`config.mk`:
```
export PLATFORM = sky130hd
export DESIGN_NAME = sync_field_search_core
export DESIGN_NICKNAME = d
export VERILOG_FILES = /design/src/rtl/sfs_pkg.sv /design/src/rtl/sfs_front.sv /design/src/rtl/sfs_queue.sv /design/src/rtl/sfs_back.sv /design/src/rtl/sync_field_search_core.sv
export VERILOG_INCLUDE_DIRS = /design/src /design/src/rtl
export SDC_FILE = /design/constraint.sdc
export NUM_CORES = 1
export LEC_CHECK = 0
export ABC_CLOCK_PERIOD_IN_PS = 17600
export BUFFER_PORTS_ARGS = -buffer_cell sky130_fd_sc_hd__buf_4
export CORE_ASPECT_RATIO = 0.7
export CORE_UTILIZATION = 56
export DETAILED_ROUTE_END_ITERATION = 16
export HOLD_SLACK_MARGIN = 0.05
export PLACE_DENSITY = 0.73
export SYNTH_ARGS = -nofsm -noshare
export SYNTH_HDL_FRONTEND = slang
export SYNTH_SLANG_ARGS = --single-unit
```
`constraint.sdc`:
```
create_clock -name clock -period 17.6 [get_ports clock]
set_clock_uncertainty 0.2 [all_clocks]
set_input_delay 5.28 -clock clock [delete_from_list [all_inputs] [get_ports clock]]
set_output_delay 5.28 -clock clock [all_outputs]
set_load 0.01 [all_outputs]
```
`src/rtl/sync_field_search_core_defines.svh`:
```
// Assertion macros for the sync field search RTL.
`ifndef SYNC_FIELD_SEARCH_CORE_DEFINES_SVH
`define SYNC_FIELD_SEARCH_CORE_DEFINES_SVH

// Same-cycle implication, sampled on clock, off while reset is high.
`define SFS_ASSERT_IMP(lbl, ante, cons, msg) \
   lbl: assert property (@(posedge clock) disable iff (reset) (ante) |-> (cons)) \
      else $error(msg);

// Next-cycle implication, sampled on clock, off while reset is high.
`define SFS_ASSERT_NXT(lbl, ante, cons, msg) \
   lbl: assert property (@(posedge clock) disable iff (reset) (ante) |=> (cons)) \
      else $error(msg);

`endif

```
`src/rtl/sfs_pkg.sv`:
```
// Shared types, constants and the byte scoring function of the sync field search.
`default_nettype none
package sfs_pkg;

   localparam int PAT_W       = 256;
   localparam int PAT_WORD_W  = 64;
   localparam int OUT_W       = 17;
   localparam int REQ_DATA_W  = 8;
   localparam int RSP_DATA_W  = 24;
   localparam int CSR_IDX_W   = 3;
   localparam int PCT_W       = 7;
   localparam int RUN_BITS    = 8;
   localparam int RUN_W       = 3;
   localparam int PCT_FULL    = 100;
   localparam logic [PCT_W-1:0] PCT_RESET = 7'd100;

   typedef enum logic [CSR_IDX_W-1:0] {
      REG_PATTERN_0  = 3'd0,
      REG_PATTERN_1  = 3'd1,
      REG_PATTERN_2  = 3'd2,
      REG_PATTERN_3  = 3'd3,
      REG_CONFIDENCE = 3'd4
   } csr_reg_type;

   typedef struct packed {
      logic             is_check;
      logic             last_bit;
      logic [OUT_W-1:0] payload_start;
   } job_type;

   typedef struct packed {
      logic valid;
      logic hit;
   } verdict_type;

   typedef struct packed {
      logic [RUN_W-1:0] run;
      logic             point;
   } step_type;

   // Walk one byte of match flags, most significant first, carrying the run.
   function automatic step_type score_byte(logic [RUN_W-1:0] run_in,
                                           logic [RUN_BITS-1:0] match);
      step_type       res;
      logic [RUN_W:0] run;
      logic           point;
      run   = {1'b0, run_in};
      point = 1'b0;
      for (int j = RUN_BITS - 1; j >= 0; j--) begin
         if (match[j]) begin
            run = run + 1'b1;
            if (run == (RUN_W + 1)'(RUN_BITS)) begin
               point = 1'b1;
               run   = '0;
            end
         end else begin
            run = '0;
         end
      end
      res.run   = run[RUN_W-1:0];
      res.point = point;
      return res;
   endfunction

endpackage
`default_nettype wire

```
`src/rtl/sfs_front.sv`:
```
// Front end: takes bits, keeps the window and frame count, and issues jobs.
`default_nettype none
module sfs_front #(
   parameter int SYNC_BITS      = 256,
   parameter int MAX_FRAME_BITS = 65536
) (
   input  wire logic                           clock,
   input  wire logic                           reset,
   input  wire logic                           req_tvalid,
   output      logic                           req_tready,
   input  wire logic [sfs_pkg::REQ_DATA_W-1:0] req_tdata,
   input  wire logic                           req_tlast,
   output      logic                           push_valid,
   input  wire logic                           push_ready,
   output      sfs_pkg::job_type               push_job,
   input  wire sfs_pkg::verdict_type           verdict,
   output      logic [SYNC_BITS-1:0]           window,
   output      logic                           busy
);
   import sfs_pkg::*;

   localparam int CNT_W = $clog2(MAX_FRAME_BITS + 1);

   logic [SYNC_BITS-1:0] window_ff, window_in;
   logic [CNT_W-1:0]     count_ff, count_in;
   logic                 done_ff, done_in;
   logic                 busy_ff, busy_in;
   logic                 last_ff, last_in;
   logic                 accept, in_range, check;
   logic [CNT_W-1:0]     count_inc;

   assign req_tready = !busy_ff && push_ready;
   assign accept     = req_tvalid && req_tready;
   assign in_range   = count_ff < CNT_W'(MAX_FRAME_BITS);
   assign count_inc  = count_ff + 1'b1;
   assign check      = in_range && !done_ff && (count_inc >= CNT_W'(SYNC_BITS));

   assign push_valid             = accept && (check || (req_tlast && !done_ff));
   assign push_job.is_check      = check;
   assign push_job.last_bit      = req_tlast;
   assign push_job.payload_start = check ? OUT_W'(count_inc) : '0;

   assign window = window_ff;
   assign busy   = busy_ff;

   always_comb begin
      window_in = window_ff;
      count_in  = count_ff;
      done_in   = done_ff;
      busy_in   = busy_ff;
      last_in   = last_ff;
      if (accept) begin
         if (in_range) begin
            window_in = {window_ff[SYNC_BITS-2:0], req_tdata[0]};
            count_in  = count_inc;
         end
         if (check) begin
            // hold the window until the back end returns its verdict
            busy_in = 1'b1;
            last_in = req_tlast;
         end else if (req_tlast) begin
            count_in = '0;
            done_in  = 1'b0;
         end
      end
      if (verdict.valid) begin
         busy_in = 1'b0;
         done_in = verdict.hit;
         if (last_ff) begin
            count_in = '0;
            done_in  = 1'b0;
         end
      end
   end

   always_ff @(posedge clock) begin
      if (reset) begin
         count_ff <= '0;
         done_ff  <= 1'b0;
         busy_ff  <= 1'b0;
         last_ff  <= 1'b0;
      end else begin
         count_ff <= count_in;
         done_ff  <= done_in;
         busy_ff  <= busy_in;
         last_ff  <= last_in;
      end
   end

   always_ff @(posedge clock) begin
      window_ff <= window_in;
   end

endmodule
`default_nettype wire

```
`src/rtl/sfs_queue.sv`:
```
// Two-entry job queue between the front and back ends.
`default_nettype none
module sfs_queue (
   input  wire logic             clock,
   input  wire logic             reset,
   input  wire logic             push_valid,
   output      logic             push_ready,
   input  wire sfs_pkg::job_type push_job,
   output      logic             pop_valid,
   input  wire logic             pop_ready,
   output      sfs_pkg::job_type pop_job
);
   import sfs_pkg::*;

   job_type    entry_ff [2];
   logic       wr_ptr_ff, wr_ptr_in;
   logic       rd_ptr_ff, rd_ptr_in;
   logic [1:0] fill_ff, fill_in;
   logic       push, pop;

   assign push_ready = fill_ff != 2'd2;
   assign pop_valid  = fill_ff != 2'd0;
   assign pop_job    = entry_ff[rd_ptr_ff];
   assign push       = push_valid && push_ready;
   assign pop        = pop_valid && pop_ready;

   always_comb begin
      wr_ptr_in = push ? !wr_ptr_ff : wr_ptr_ff;
      rd_ptr_in = pop ? !rd_ptr_ff : rd_ptr_ff;
      fill_in   = fill_ff + {1'b0, push} - {1'b0, pop};
   end

   always_ff @(posedge clock) begin
      if (reset) begin
         wr_ptr_ff <= 1'b0;
         rd_ptr_ff <= 1'b0;
         fill_ff   <= '0;
      end else begin
         wr_ptr_ff <= wr_ptr_in;
         rd_ptr_ff <= rd_ptr_in;
         fill_ff   <= fill_in;
      end
   end

   always_ff @(posedge clock) begin
      if (push) begin
         entry_ff[wr_ptr_ff] <= push_job;
      end
   end

endmodule
`default_nettype wire

```
`src/rtl/sfs_back.sv`:
```
// Back end: scores the window a byte per cycle and drives the result register.
`default_nettype none
module sfs_back #(
   parameter int SYNC_BITS = 256
) (
   input  wire logic                           clock,
   input  wire logic                           reset,
   input  wire logic                           job_valid,
   output      logic                           job_ready,
   input  wire sfs_pkg::job_type               job,
   input  wire logic [SYNC_BITS-1:0]           window,
   input  wire logic [sfs_pkg::PAT_W-1:0]      pattern,
   input  wire logic [sfs_pkg::PCT_W-1:0]      percent,
   output      sfs_pkg::verdict_type           verdict,
   output      logic                           rsp_tvalid,
   input  wire logic                           rsp_tready,
   output      logic [sfs_pkg::RSP_DATA_W-1:0] rsp_tdata,
   output      logic                           rsp_tuser
);
   import sfs_pkg::*;

   localparam int STEPS  = (SYNC_BITS + RUN_BITS - 1) / RUN_BITS;
   localparam int EXT_W  = STEPS * RUN_BITS;
   localparam int PAD    = EXT_W - SYNC_BITS;
   localparam int BYTES  = SYNC_BITS / RUN_BITS;
   localparam int STEP_W = $clog2(STEPS + 1);
   localparam int PTS_W  = $clog2(STEPS + 1);
   localparam int CMP_W  = $clog2((2 ** PCT_W - 1) * STEPS + 1);

   typedef enum logic [2:0] {
      ST_IDLE   = 3'b001,
      ST_SCORE  = 3'b010,
      ST_FINISH = 3'b100
   } back_state_type;

   back_state_type   state_ff, state_in;
   logic [EXT_W-1:0] scan_ff, scan_in;
   logic [RUN_W-1:0] run_ff, run_in;
   logic [PTS_W-1:0] points_ff, points_in;
   logic [STEP_W-1:0] step_ff, step_in;
   job_type          job_ff, job_in;
   logic [CMP_W-1:0] need_ff;
   logic             out_valid_ff, out_valid_in;
   logic             out_found_ff, out_found_in;
   logic [OUT_W-1:0] out_start_ff, out_start_in;
   logic             out_free, hit;
   logic [SYNC_BITS-1:0] match;
   step_type         step_res;

   assign out_free   = !out_valid_ff || rsp_tready;
   assign match      = ~(window ^ pattern[PAT_W-1 -: SYNC_BITS]);
   assign step_res   = score_byte(run_ff, scan_ff[EXT_W-1 -: RUN_BITS]);
   assign hit        = (CMP_W'(points_ff) * CMP_W'(PCT_FULL)) >= need_ff;
   assign job_ready  = (state_ff == ST_IDLE) && out_free;

   assign rsp_tvalid = out_valid_ff;
   assign rsp_tuser  = out_found_ff;
   assign rsp_tdata  = RSP_DATA_W'(out_start_ff);

   always_comb begin
      state_in      = state_ff;
      scan_in       = scan_ff;
      run_in        = run_ff;
      points_in     = points_ff;
      step_in       = step_ff;
      job_in        = job_ff;
      out_valid_in  = out_valid_ff && !rsp_tready;
      out_found_in  = out_found_ff;
      out_start_in  = out_start_ff;
      verdict.valid = 1'b0;
      verdict.hit   = 1'b0;
      case (state_ff)
         ST_IDLE: begin
            if (job_valid && job_ready) begin
               job_in = job;
               if (job.is_check) begin
                  // pad after the last pattern bit so every step sees a full byte
                  scan_in   = EXT_W'(match) << PAD;
                  run_in    = '0;
                  points_in = '0;
                  step_in   = '0;
                  state_in  = ST_SCORE;
               end else begin
                  out_valid_in = 1'b1;
                  out_found_in = 1'b0;
                  out_start_in = '0;
               end
            end
         end
         ST_SCORE: begin
            run_in    = step_res.run;
            points_in = points_ff + PTS_W'(step_res.point);
            scan_in   = scan_ff << RUN_BITS;
            step_in   = step_ff + 1'b1;
            if (step_ff == STEP_W'(STEPS - 1)) begin
               state_in = ST_FINISH;
            end
         end
         ST_FINISH: begin
            if (out_free) begin
               verdict.valid = 1'b1;
               verdict.hit   = hit;
               if (hit) begin
                  out_valid_in = 1'b1;
                  out_found_in = 1'b1;
                  out_start_in = job_ff.payload_start;
               end else if (job_ff.last_bit) begin
                  out_valid_in = 1'b1;
                  out_found_in = 1'b0;
                  out_start_in = '0;
               end
               state_in = ST_IDLE;
            end
         end
         default: begin
            state_in = ST_IDLE;
         end
      endcase
   end

   always_ff @(posedge clock) begin
      if (reset) begin
         state_ff     <= ST_IDLE;
         out_valid_ff <= 1'b0;
      end else begin
         state_ff     <= state_in;
         out_valid_ff <= out_valid_in;
      end
   end

   always_ff @(posedge clock) begin
      scan_ff      <= scan_in;
      run_ff       <= run_in;
      points_ff    <= points_in;
      step_ff      <= step_in;
      job_ff       <= job_in;
      out_found_ff <= out_found_in;
      out_start_ff <= out_start_in;
      // score must reach percent * bytes / 100, compared as points * 100
      need_ff      <= CMP_W'(percent) * CMP_W'(BYTES);
   end

endmodule
`default_nettype wire

```
`src/rtl/sync_field_search_core.sv`:
```
// Sync field search top level: register file, front end, job queue and back end.
//
// Sliding-window sync word search over a bit stream, one bit per req word,
// req_tlast marking the last bit of a frame. A bit that does not complete a
// window to be checked is taken as soon as the job queue has room. A bit that
// completes such a window holds req_tready low until the verdict: the back
// end scores the window one byte of match flags per cycle, carrying the run
// of matching bits from byte to byte, and the front end waits for its
// verdict since the next bit depends on it. A word on rsp carries found in
// tuser and payload_start in tdata; at most one per frame.
// Configuration writes are taken at any time on the csr port but must only
// be issued while the block is idle.
`default_nettype none
`include "sync_field_search_core_defines.svh"
module sync_field_search_core #(
   parameter int SYNC_BITS      = 256,
   parameter int MAX_FRAME_BITS = 65536
) (
   input  wire logic                           clock,
   input  wire logic                           reset,
   // req_tdata: bit 0 bit_value, bits 7:1 zero
   input  wire logic                           req_tvalid,
   output      logic                           req_tready,
   input  wire logic [sfs_pkg::REQ_DATA_W-1:0] req_tdata,
   input  wire logic                           req_tlast,
   // rsp_tdata: bits 16:0 payload_start, bits 23:17 zero; rsp_tuser: found
   output      logic                           rsp_tvalid,
   input  wire logic                           rsp_tready,
   output      logic [sfs_pkg::RSP_DATA_W-1:0] rsp_tdata,
   output      logic                           rsp_tuser,
   input  wire logic                           csr_valid,
   output      logic                           csr_ready,
   input  wire logic [sfs_pkg::CSR_IDX_W-1:0]  csr_index,
   input  wire logic [sfs_pkg::PAT_WORD_W-1:0] csr_wdata
);
   import sfs_pkg::*;

   logic [PAT_WORD_W-1:0] pat0_ff, pat0_in;
   logic [PAT_WORD_W-1:0] pat1_ff, pat1_in;
   logic [PAT_WORD_W-1:0] pat2_ff, pat2_in;
   logic [PAT_WORD_W-1:0] pat3_ff, pat3_in;
   logic [PCT_W-1:0]      percent_ff, percent_in;

   logic                 push_valid, push_ready;
   job_type              push_job, pop_job;
   logic                 pop_valid, pop_ready;
   verdict_type          verdict;
   logic [SYNC_BITS-1:0] window;
   logic                 front_busy;

   assign csr_ready = 1'b1;

   always_comb begin
      pat0_in    = pat0_ff;
      pat1_in    = pat1_ff;
      pat2_in    = pat2_ff;
      pat3_in    = pat3_ff;
      percent_in = percent_ff;
      if (csr_valid) begin
         case (csr_index)
            REG_PATTERN_0:  pat0_in    = csr_wdata;
            REG_PATTERN_1:  pat1_in    = csr_wdata;
            REG_PATTERN_2:  pat2_in    = csr_wdata;
            REG_PATTERN_3:  pat3_in    = csr_wdata;
            REG_CONFIDENCE: percent_in = csr_wdata[PCT_W-1:0];
            default: begin
               // drop writes to unused indexes
               percent_in = percent_ff;
            end
         endcase
      end
   end

   always_ff @(posedge clock) begin
      if (reset) begin
         pat0_ff    <= '0;
         pat1_ff    <= '0;
         pat2_ff    <= '0;
         pat3_ff    <= '0;
         percent_ff <= PCT_RESET;
      end else begin
         pat0_ff    <= pat0_in;
         pat1_ff    <= pat1_in;
         pat2_ff    <= pat2_in;
         pat3_ff    <= pat3_in;
         percent_ff <= percent_in;
      end
   end

   sfs_front #(
      .SYNC_BITS      (SYNC_BITS),
      .MAX_FRAME_BITS (MAX_FRAME_BITS)
   ) u_front (
      .clock      (clock),
      .reset      (reset),
      .req_tvalid (req_tvalid),
      .req_tready (req_tready),
      .req_tdata  (req_tdata),
      .req_tlast  (req_tlast),
      .push_valid (push_valid),
      .push_ready (push_ready),
      .push_job   (push_job),
      .verdict    (verdict),
      .window     (window),
      .busy       (front_busy)
   );

   sfs_queue u_queue (
      .clock      (clock),
      .reset      (reset),
      .push_valid (push_valid),
      .push_ready (push_ready),
      .push_job   (push_job),
      .pop_valid  (pop_valid),
      .pop_ready  (pop_ready),
      .pop_job    (pop_job)
   );

   sfs_back #(
      .SYNC_BITS (SYNC_BITS)
   ) u_back (
      .clock      (clock),
      .reset      (reset),
      .job_valid  (pop_valid),
      .job_ready  (pop_ready),
      .job        (pop_job),
      .window     (window),
      .pattern    ({pat0_ff, pat1_ff, pat2_ff, pat3_ff}),
      .percent    (percent_ff),
      .verdict    (verdict),
      .rsp_tvalid (rsp_tvalid),
      .rsp_tready (rsp_tready),
      .rsp_tdata  (rsp_tdata),
      .rsp_tuser  (rsp_tuser)
   );

   `SFS_ASSERT_IMP(a_notfound_zero, rsp_tvalid && !rsp_tuser, rsp_tdata == '0, "not found word with nonzero payload start")
   `SFS_ASSERT_IMP(a_verdict_busy, verdict.valid, front_busy, "verdict with no outstanding check")
   `SFS_ASSERT_IMP(a_queue_space, push_valid, push_ready, "job pushed into a full queue")
   `SFS_ASSERT_NXT(a_busy_holds, front_busy && !verdict.valid, front_busy, "front released without a verdict")

endmodule
`default_nettype wire
```
==> results.toml, run 1 <==
[clock_tree]
htree_levels = 3
cts_buffer_depth = 3
cts_hold_buf = 0
clkLatencyLatePin_ns = 0.64
cts.root.buffer_cell = "clkbuf_16"
numCtsBuffers = 81
cts_sinks = 900
tritoncts = "done"
cts_resized = 0
path_clk_slew_ns = 0.07
postCtsSetupBuffers = 0

[synthesis]
netlist_instances = 3109
ys_ff_latch = 900
synth_edf_count = 601
synth_top_flop_cell = "edfxtp_1"
yosys_warnings = 0
async_reset_ff_share_pct = 0
yosys-top-cells-area = "edfxtp_1 50%, dfxtp_1 17%, a21oi_1 7.3%"
synth_top_area_cell = "edfxtp_1"
ys_seq_area_share_pct = 67.1
synth_top_area_share_pct = 50.4
syn-cell-area_mm2 = 0.0358
syn_avg_cell_area_um2 = 11.5
synth_cell_types = 73

[sta]
post-route-min-period_ns = 8.06
setup_ws_ns = 9.54
finalSetupTns_ns = 0
relSlewSlack_pct = 13.8
final_max_slew_viol_count = 0
max_freq_ghz = 0.124
hold_slack_ns = 0.153
setup_viol = 0
finalHoldViolCount = 0
rsz0062_at_grt = "false"
tightest_slew_ns = 1.29
fin_crit_sh_pct = 45.8

[route]
finalWirelength_um = 83200
post_drt_via_cell_ratio = 5.71
via_count = 23100
drc = 0
wire_per_inst_um = 20.6
drt_first_pass_iters = 8
drt_iter0_drc = 2463
drtAntennaViolNets = 0

[setup_path]
slowest_delay_ns = 0.46
critPathBufInv = 1
slowest_stage = "edfxtp_1"
path_delay_family = "adder cells"
path_class = "register to register"
endpoint_kind = "register"
cp_common_cell = "ha_1"
cp_max_fo = 12
cp.required_ns = 17.74
cp.arrival_ns = 8.20
cp-start-kind = "register"

[final_layout]
nFillCells = 4724
drive_gt1_share_pct = 8.96
nets = 3273
design_area_mm2 = 0.0398
synthToLayoutAreaGrowth_pct = 11.1
diodes = 0
finalNonFillerCells = 4043
utilization_pct = 63.0
ff_latch_area_mm2 = 0.0240
multi_input_area_mm2 = 0.0111

[die]
die_h_um = 214
ios = 109
die_w_um = 304
coreArea_mm2 = 0.0632
rows = 77
start_util_pct = 56.7
die-area_mm2 = 0.0650

[placement]
place_hpwl_um = 52100
dp_cells = 3891
io_buffers = 93
gp_congestion = 0.838
pre_cts_ws_ns = 8.95
place_area_mm2 = 0.0371

[global_route]
grtUsageTotal_pct = 25.4
grt_pass1_vias = 22300
globalRouteOverflowTotal = 0
grt_antenna_before_repair = 2
grt_max_degree = 178
grt_first_pass_wirelength_um = 126000

[status]
status = "finished clean"

[power]
p_leak_nw = 13.7
ir_drop_uv = 85.9
power_density_mw_per_mm2 = 135
p_total_mw = 5.35

[job]
max_cap_violations = 0

[min_path]
min_path_type = "register to register"
==> logic make-up after synthesis <==
family / synth area share [%]
AOI/OAI and AO/OA: 8.64
xor gates and xnor gates: 7.57
adders and majority gates: 1.66
buffers and inverters: 2.19
DFF: 67.1
muxes: 0.891
other: 0.0210
and+or+nand+nor: 11.9
==> cells in the final DEF (no fill, tap or decap), types with 15 or more instances in the layout <==
cell / count
dfxtp_1: 299
buf_4: 113
a21oi_1: 525
and2_1: 27
ha_1: 46
clkbuf_1: 26
nand2_1: 575
nand3_1: 24
edfxtp_1: 601
xnor2_1: 27
xor2_1: 277
mux2_2: 19
clkbuf_16: 84
clkbuf_8: 15
nor2_1: 328
inv_1: 31
==> worst register-to-register path, delay by kind of cell (launching register included) <==
family / cells / cell delay (ns)
fa+ha+maj: 10 / 2.97
simple gates: 15 / 2.21
compound gates: 6 / 1.15
mux: 3 / 0.49
flops: 1 / 0.46
xor+xnor: 1 / 0.16
buf+inv: 1 / 0.14
==> cell usage after synthesis (all sizes together) (6+ instances only) <==
cell type,number
nand4,8
xor2,279
nor3,10
buf,16
mux2,20
nand2b,7
o21a,6
dfxtp,299
a21oi,525
clkbuf,152
ha,46
nor2b,7
xnor2,28
nand2,577
nor2,331
edfxtp,601
and3,9
inv,33
o21ai,14
and2,28
nand3b,7
nand3,25
mux2i,9
==> worst paths after layout <==
check                                 start                                 to  slack [ns]  depth (start not counted)
max          u_back.run_ff[0]$_SDFFCE_PP0P_  u_back.points_ff[4]$_SDFFCE_PN0P_        9.54                         36
min              percent_ff[2]$_SDFFE_PP1P_          u_back.need_ff[7]$_DFF_P_        0.15                          0
max reg2reg  u_back.run_ff[0]$_SDFFCE_PP0P_  u_back.points_ff[4]$_SDFFCE_PN0P_        9.54                         36
min reg2reg      percent_ff[2]$_SDFFE_PP1P_          u_back.need_ff[7]$_DFF_P_        0.15                          0
==> sequential cells by signal, summed over array words and instances (netlist names), 2 cells and up, named ones only <==
name                 cells
u_back.scan_ff         256
u_front.window         256
pat0_ff                 64
pat1_ff                 64
pat2_ff                 64
pat3_ff                 64
u_queue.entry_ff        38
u_back.job_ff           18
u_back.out_start_ff     17
u_front.count_ff        17
percent_ff               7
u_back.need_ff           7
u_back.points_ff         6
u_back.step_ff           6
u_back.run_ff            3
u_back.state_ff          3
u_queue.fill_ff          2
==> area by class of cell <==
| cell class | instances | area share, % |
|---|---|---|
| multi-input cells | 2014 | 27.8 |
| repair buffers | 115 | 2.22 |
| clock buffers | 124 | 6.01 |
| well taps | 829 | 2.61 |
| inverters | 33 | 0.330 |
| clock inverters | 28 | 0.635 |
| flip-flops and latches | 900 | 60.4 |
==> layer usage <==
layer	vias to the layer above	track usage, %	routed length (um)
met1	11300	37.7	36900
met5	-	0	11
met4	2	6.36	1540
li1	10700	-	-
met2	929	38.0	36700
met3	114	5.50	7950
==> where the power goes <==
part / leakage, nW / internal, mW / switching (mW)
registers: 7.47 / 2.69 / 0.150
logic: 4.89 / 0.238 / 0.527
clock network: 1.30 / 0.977 / 0.769
Power figures use the tool's default switching activity.
==> inputs of run 2 (changes only) <==
--- a/config.mk
+++ b/config.mk
@@ -6,13 +6,14 @@
 export SDC_FILE = /design/constraint.sdc
 export NUM_CORES = 1
 export LEC_CHECK = 0
-export ABC_CLOCK_PERIOD_IN_PS = 17600
+export ABC_AREA = 1
+export ABC_CLOCK_PERIOD_IN_PS = 6550
 export BUFFER_PORTS_ARGS = -buffer_cell sky130_fd_sc_hd__buf_4
 export CORE_ASPECT_RATIO = 0.7
 export CORE_UTILIZATION = 56
 export DETAILED_ROUTE_END_ITERATION = 16
 export HOLD_SLACK_MARGIN = 0.05
-export PLACE_DENSITY = 0.73
+export PLACE_DENSITY = 0.76
 export SYNTH_ARGS = -nofsm -noshare
 export SYNTH_HDL_FRONTEND = slang
 export SYNTH_SLANG_ARGS = --single-unit
==> constraint.sdc (replaced) <==
create_clock -name clock -period 6.55 [get_ports clock]
set_clock_uncertainty 0.2 [all_clocks]
set_input_delay 1.965 -clock clock [delete_from_list [all_inputs] [get_ports clock]]
set_output_delay 1.965 -clock clock [all_outputs]
set_load 0.01 [all_outputs]
==> results.toml, run 2 <==
[sta]
post-route-min-period_ns = 6.07
fin_crit_sh_pct = 92.7
final_max_slew_viol_count = 0
finalHoldViolCount = 0
relSlewSlack_pct = 17.5
setup_viol = 0
finalSetupTns_ns = 0
max_freq_ghz = 0.165
setup_ws_ns = 0.481
tightest_slew_ns = 1.24

[synthesis]
synth_top_area_cell = "edfxtp_1"
async_reset_ff_share_pct = 0
ys_seq_area_share_pct = 67.2
synth_commonest_cells = "601 x edfxtp_1, 526 x o21ai_0, 495 x nor2_1"
synth_most_common_cell = "edfxtp_1"
synth_top_flop_cell = "edfxtp_1"
syn_avg_cell_area_um2 = 11.3
ys_ff_latch = 900
netlist_instances = 3178
synth_top_area_share_pct = 50.5
synth_cell_types = 51
yosys-top-cells-area = "edfxtp_1 50%, dfxtp_1 17%, o21ai_0 7.4%"
synth_edf_count = 601
yosys_warnings = 0
syn-cell-area_mm2 = 0.0358

[power]
p_leak_nw = 14.4
combPwrFrac_pct = 18.6
clkPwrFrac_pct = 30.0
p_int_mw = 11.3
power_frac_seq_pct = 51.4
ir_drop_uv = 427
power_switching_mw = 4.76
power_density_mw_per_mm2 = 401
sw_frac_of_total_pct = 29.7

[clock_tree]
tritoncts = "done"
cts_buffer_depth = 3
numCtsBuffers = 82
cts.root.buffer_cell = "clkbuf_16"
clkLatencyLatePin_ns = 0.64
cts_hold_buf = 0
path_clk_slew_ns = 0.07
cts_sinks = 900
htree_levels = 3

[setup_path]
slowest_delay_ns = 0.44
cp-start-kind = "register"
startpoint = "u_back.run_ff[0]$_SDFFCE_PP0P_"
slowest_stage = "edfxtp_1"
rr_startpoint = "u_back.run_ff[0]$_SDFFCE_PP0P_"
cp_max_fo = 4
cp_common_cell = "inv_1"
critPathCapture = "u_back.points_ff[4]$_SDFFCE_PN0P_"
endpoint_kind = "register"
path_class = "register to register"
ff2ff_setup_slack_ns = 0.48
cp.arrival_ns = 6.26
cp.required_ns = 6.74
r2r_end = "u_back.points_ff[4]$_SDFFCE_PN0P_"
r2r.worst_path.cells = 47

[final_layout]
mostFrequentLayoutCells = "601 x edfxtp_1, 525 x o21ai_0, 491 x nor2_1"
drive_gt1_share_pct = 10.1
mostFrequentLayoutCell = "edfxtp_1"
nFillCells = 4646
nets = 3353
synthToLayoutAreaGrowth_pct = 11.7
finalNonFillerCells = 4124

[global_route]
grt_antenna_before_repair = 2
grt_max_degree = 272
grt_first_pass_wirelength_um = 127000
globalRouteOverflowTotal = 0
grtUsageTotal_pct = 25.4
grt_pass1_vias = 22200

[route]
finalWirelength_um = 83200
wire_per_inst_um = 20.2
drt_iter0_drc = 2989
post_drt_via_cell_ratio = 5.66
via_count = 23300
drc = 0
drtAntennaViolNets = 0
drt_first_pass_iters = 6

[status]
status = "finished clean"

[job]
max_cap_violations = 0

[die]
die_w_um = 304
rows = 77
start_util_pct = 56.7
die_h_um = 213
ios = 109
coreArea_mm2 = 0.0631
die-area_mm2 = 0.0649

[min_path]
min_path_type = "register to register"
min_path_cells = 0

[placement]
dp_cells = 3968
pre_cts_ws_ns = 0.176
place_hpwl_um = 52000
gp_congestion = 0.857
io_buffers = 93
==> run 2: changes by cell type after synthesis, sizes merged, moves of 10 or more <==
cell	previous run	this run
inv	33	215
nand3	25	35
o21ai	14	527
xnor2	28	5
a21oi	525	94
nor2	331	507
nand2	577	342
and2	28	1
==> run 2: cells by family after synthesis <==
logic type / count (synthesis) / synth area share [%]
AOI/OAI and AO/OA: 641 / 9.17
xor gates and xnor gates: 279 / 6.83
adders and majority gates: 47 / 1.67
muxes: 19 / 0.595
and+or+nand+nor: 915 / 10.5
other: 2 / 0.0210
buffers and inverters: 375 / 4.05
DFF: 900 / 67.2
==> run 2: how the worst min path moves through the flow <==
stage / slack (ns) / endpoint / from
6_report: 0.15 / u_back.need_ff[8]$_DFF_P_ / percent_ff[3]$_SDFFE_PP0P_
4_1_cts: 0.15 / u_back.need_ff[8]$_DFF_P_ / percent_ff[3]$_SDFFE_PP0P_
3_3_place_gp: 0.14 / u_back.need_ff[6]$_DFF_P_ / percent_ff[1]$_SDFFE_PP0P_
2_1_floorplan: 0.13 / u_back.need_ff[10]$_DFF_P_ / percent_ff[5]$_SDFFE_PP1P_
5_1_grt: 0.16 / u_back.need_ff[8]$_DFF_P_ / percent_ff[3]$_SDFFE_PP0P_
3_5_place_dp: 0.14 / u_back.need_ff[8]$_DFF_P_ / percent_ff[3]$_SDFFE_PP0P_
==> run 2: critical path, delay by kind of cell (launching register included) <==
family | cells | cell delay [ns]
compound gates | 3 | 0.30
flops | 1 | 0.44
simple gates | 25 | 2.44
fa+ha+maj | 9 | 1.64
buf+inv | 9 | 0.59
xor+xnor | 1 | 0.20
==> run 2: routing by layer <==
metal	GRT usage, %	vias to the layer above	routed length (um)
li1	-	10800	-
met1	38.0	11400	36400
met2	37.8	1052	36500
met3	5.85	115	9000
met4	5.48	0	1320
met5	0	-	0
==> run 2: final cells by class <==
class / count / area (um^2) / area share, %
diodes: 2 / 5.00 / 0.0125
clock buffers: 121 / 2410 / 6.02
flip-flops and latches: 900 / 24000 / 60.2
inverters: 219 / 831 / 2.08
clock inverters: 31 / 303 / 0.758
repair buffers: 113 / 911 / 2.28
well taps: 829 / 1040 / 2.60
multi-input cells: 1909 / 10400 / 26.1
==> run 2: power groups by stage <==
stage          combinational (mW)  clock, mW  sequential (mW)
6_report                     2.98       4.81             8.22
5_1_grt                      3.30       5.08             8.31
4_1_cts                      2.95       4.85             8.21
3_5_place_dp                 2.93          0             8.32
3_3_place_gp                 2.79          0             8.28
2_1_floorplan                1.93          0             8.37
==> run 2: stage by stage <==
stage / hold WS [ns] / area [um^2] / power [mW] / utilization (%)
floorplan: 0.131 / 35800 / 10.3 / -
global placement: 0.136 / 37200 / 11.1 / 58.9
detailed placement: 0.137 / 37200 / 11.3 / 58.9
CTS: 0.151 / 39900 / 16.0 / 63.2
global route: 0.159 / 39900 / 16.7 / 63.3
finish: 0.152 / 39900 / 16.0 / 63.3
==> run 2: what timing repair did <==
action / CTS / global route
setup buffers: 0 / 2
setup endpoints to repair: 0 / 6
resized for setup: 0 / 13
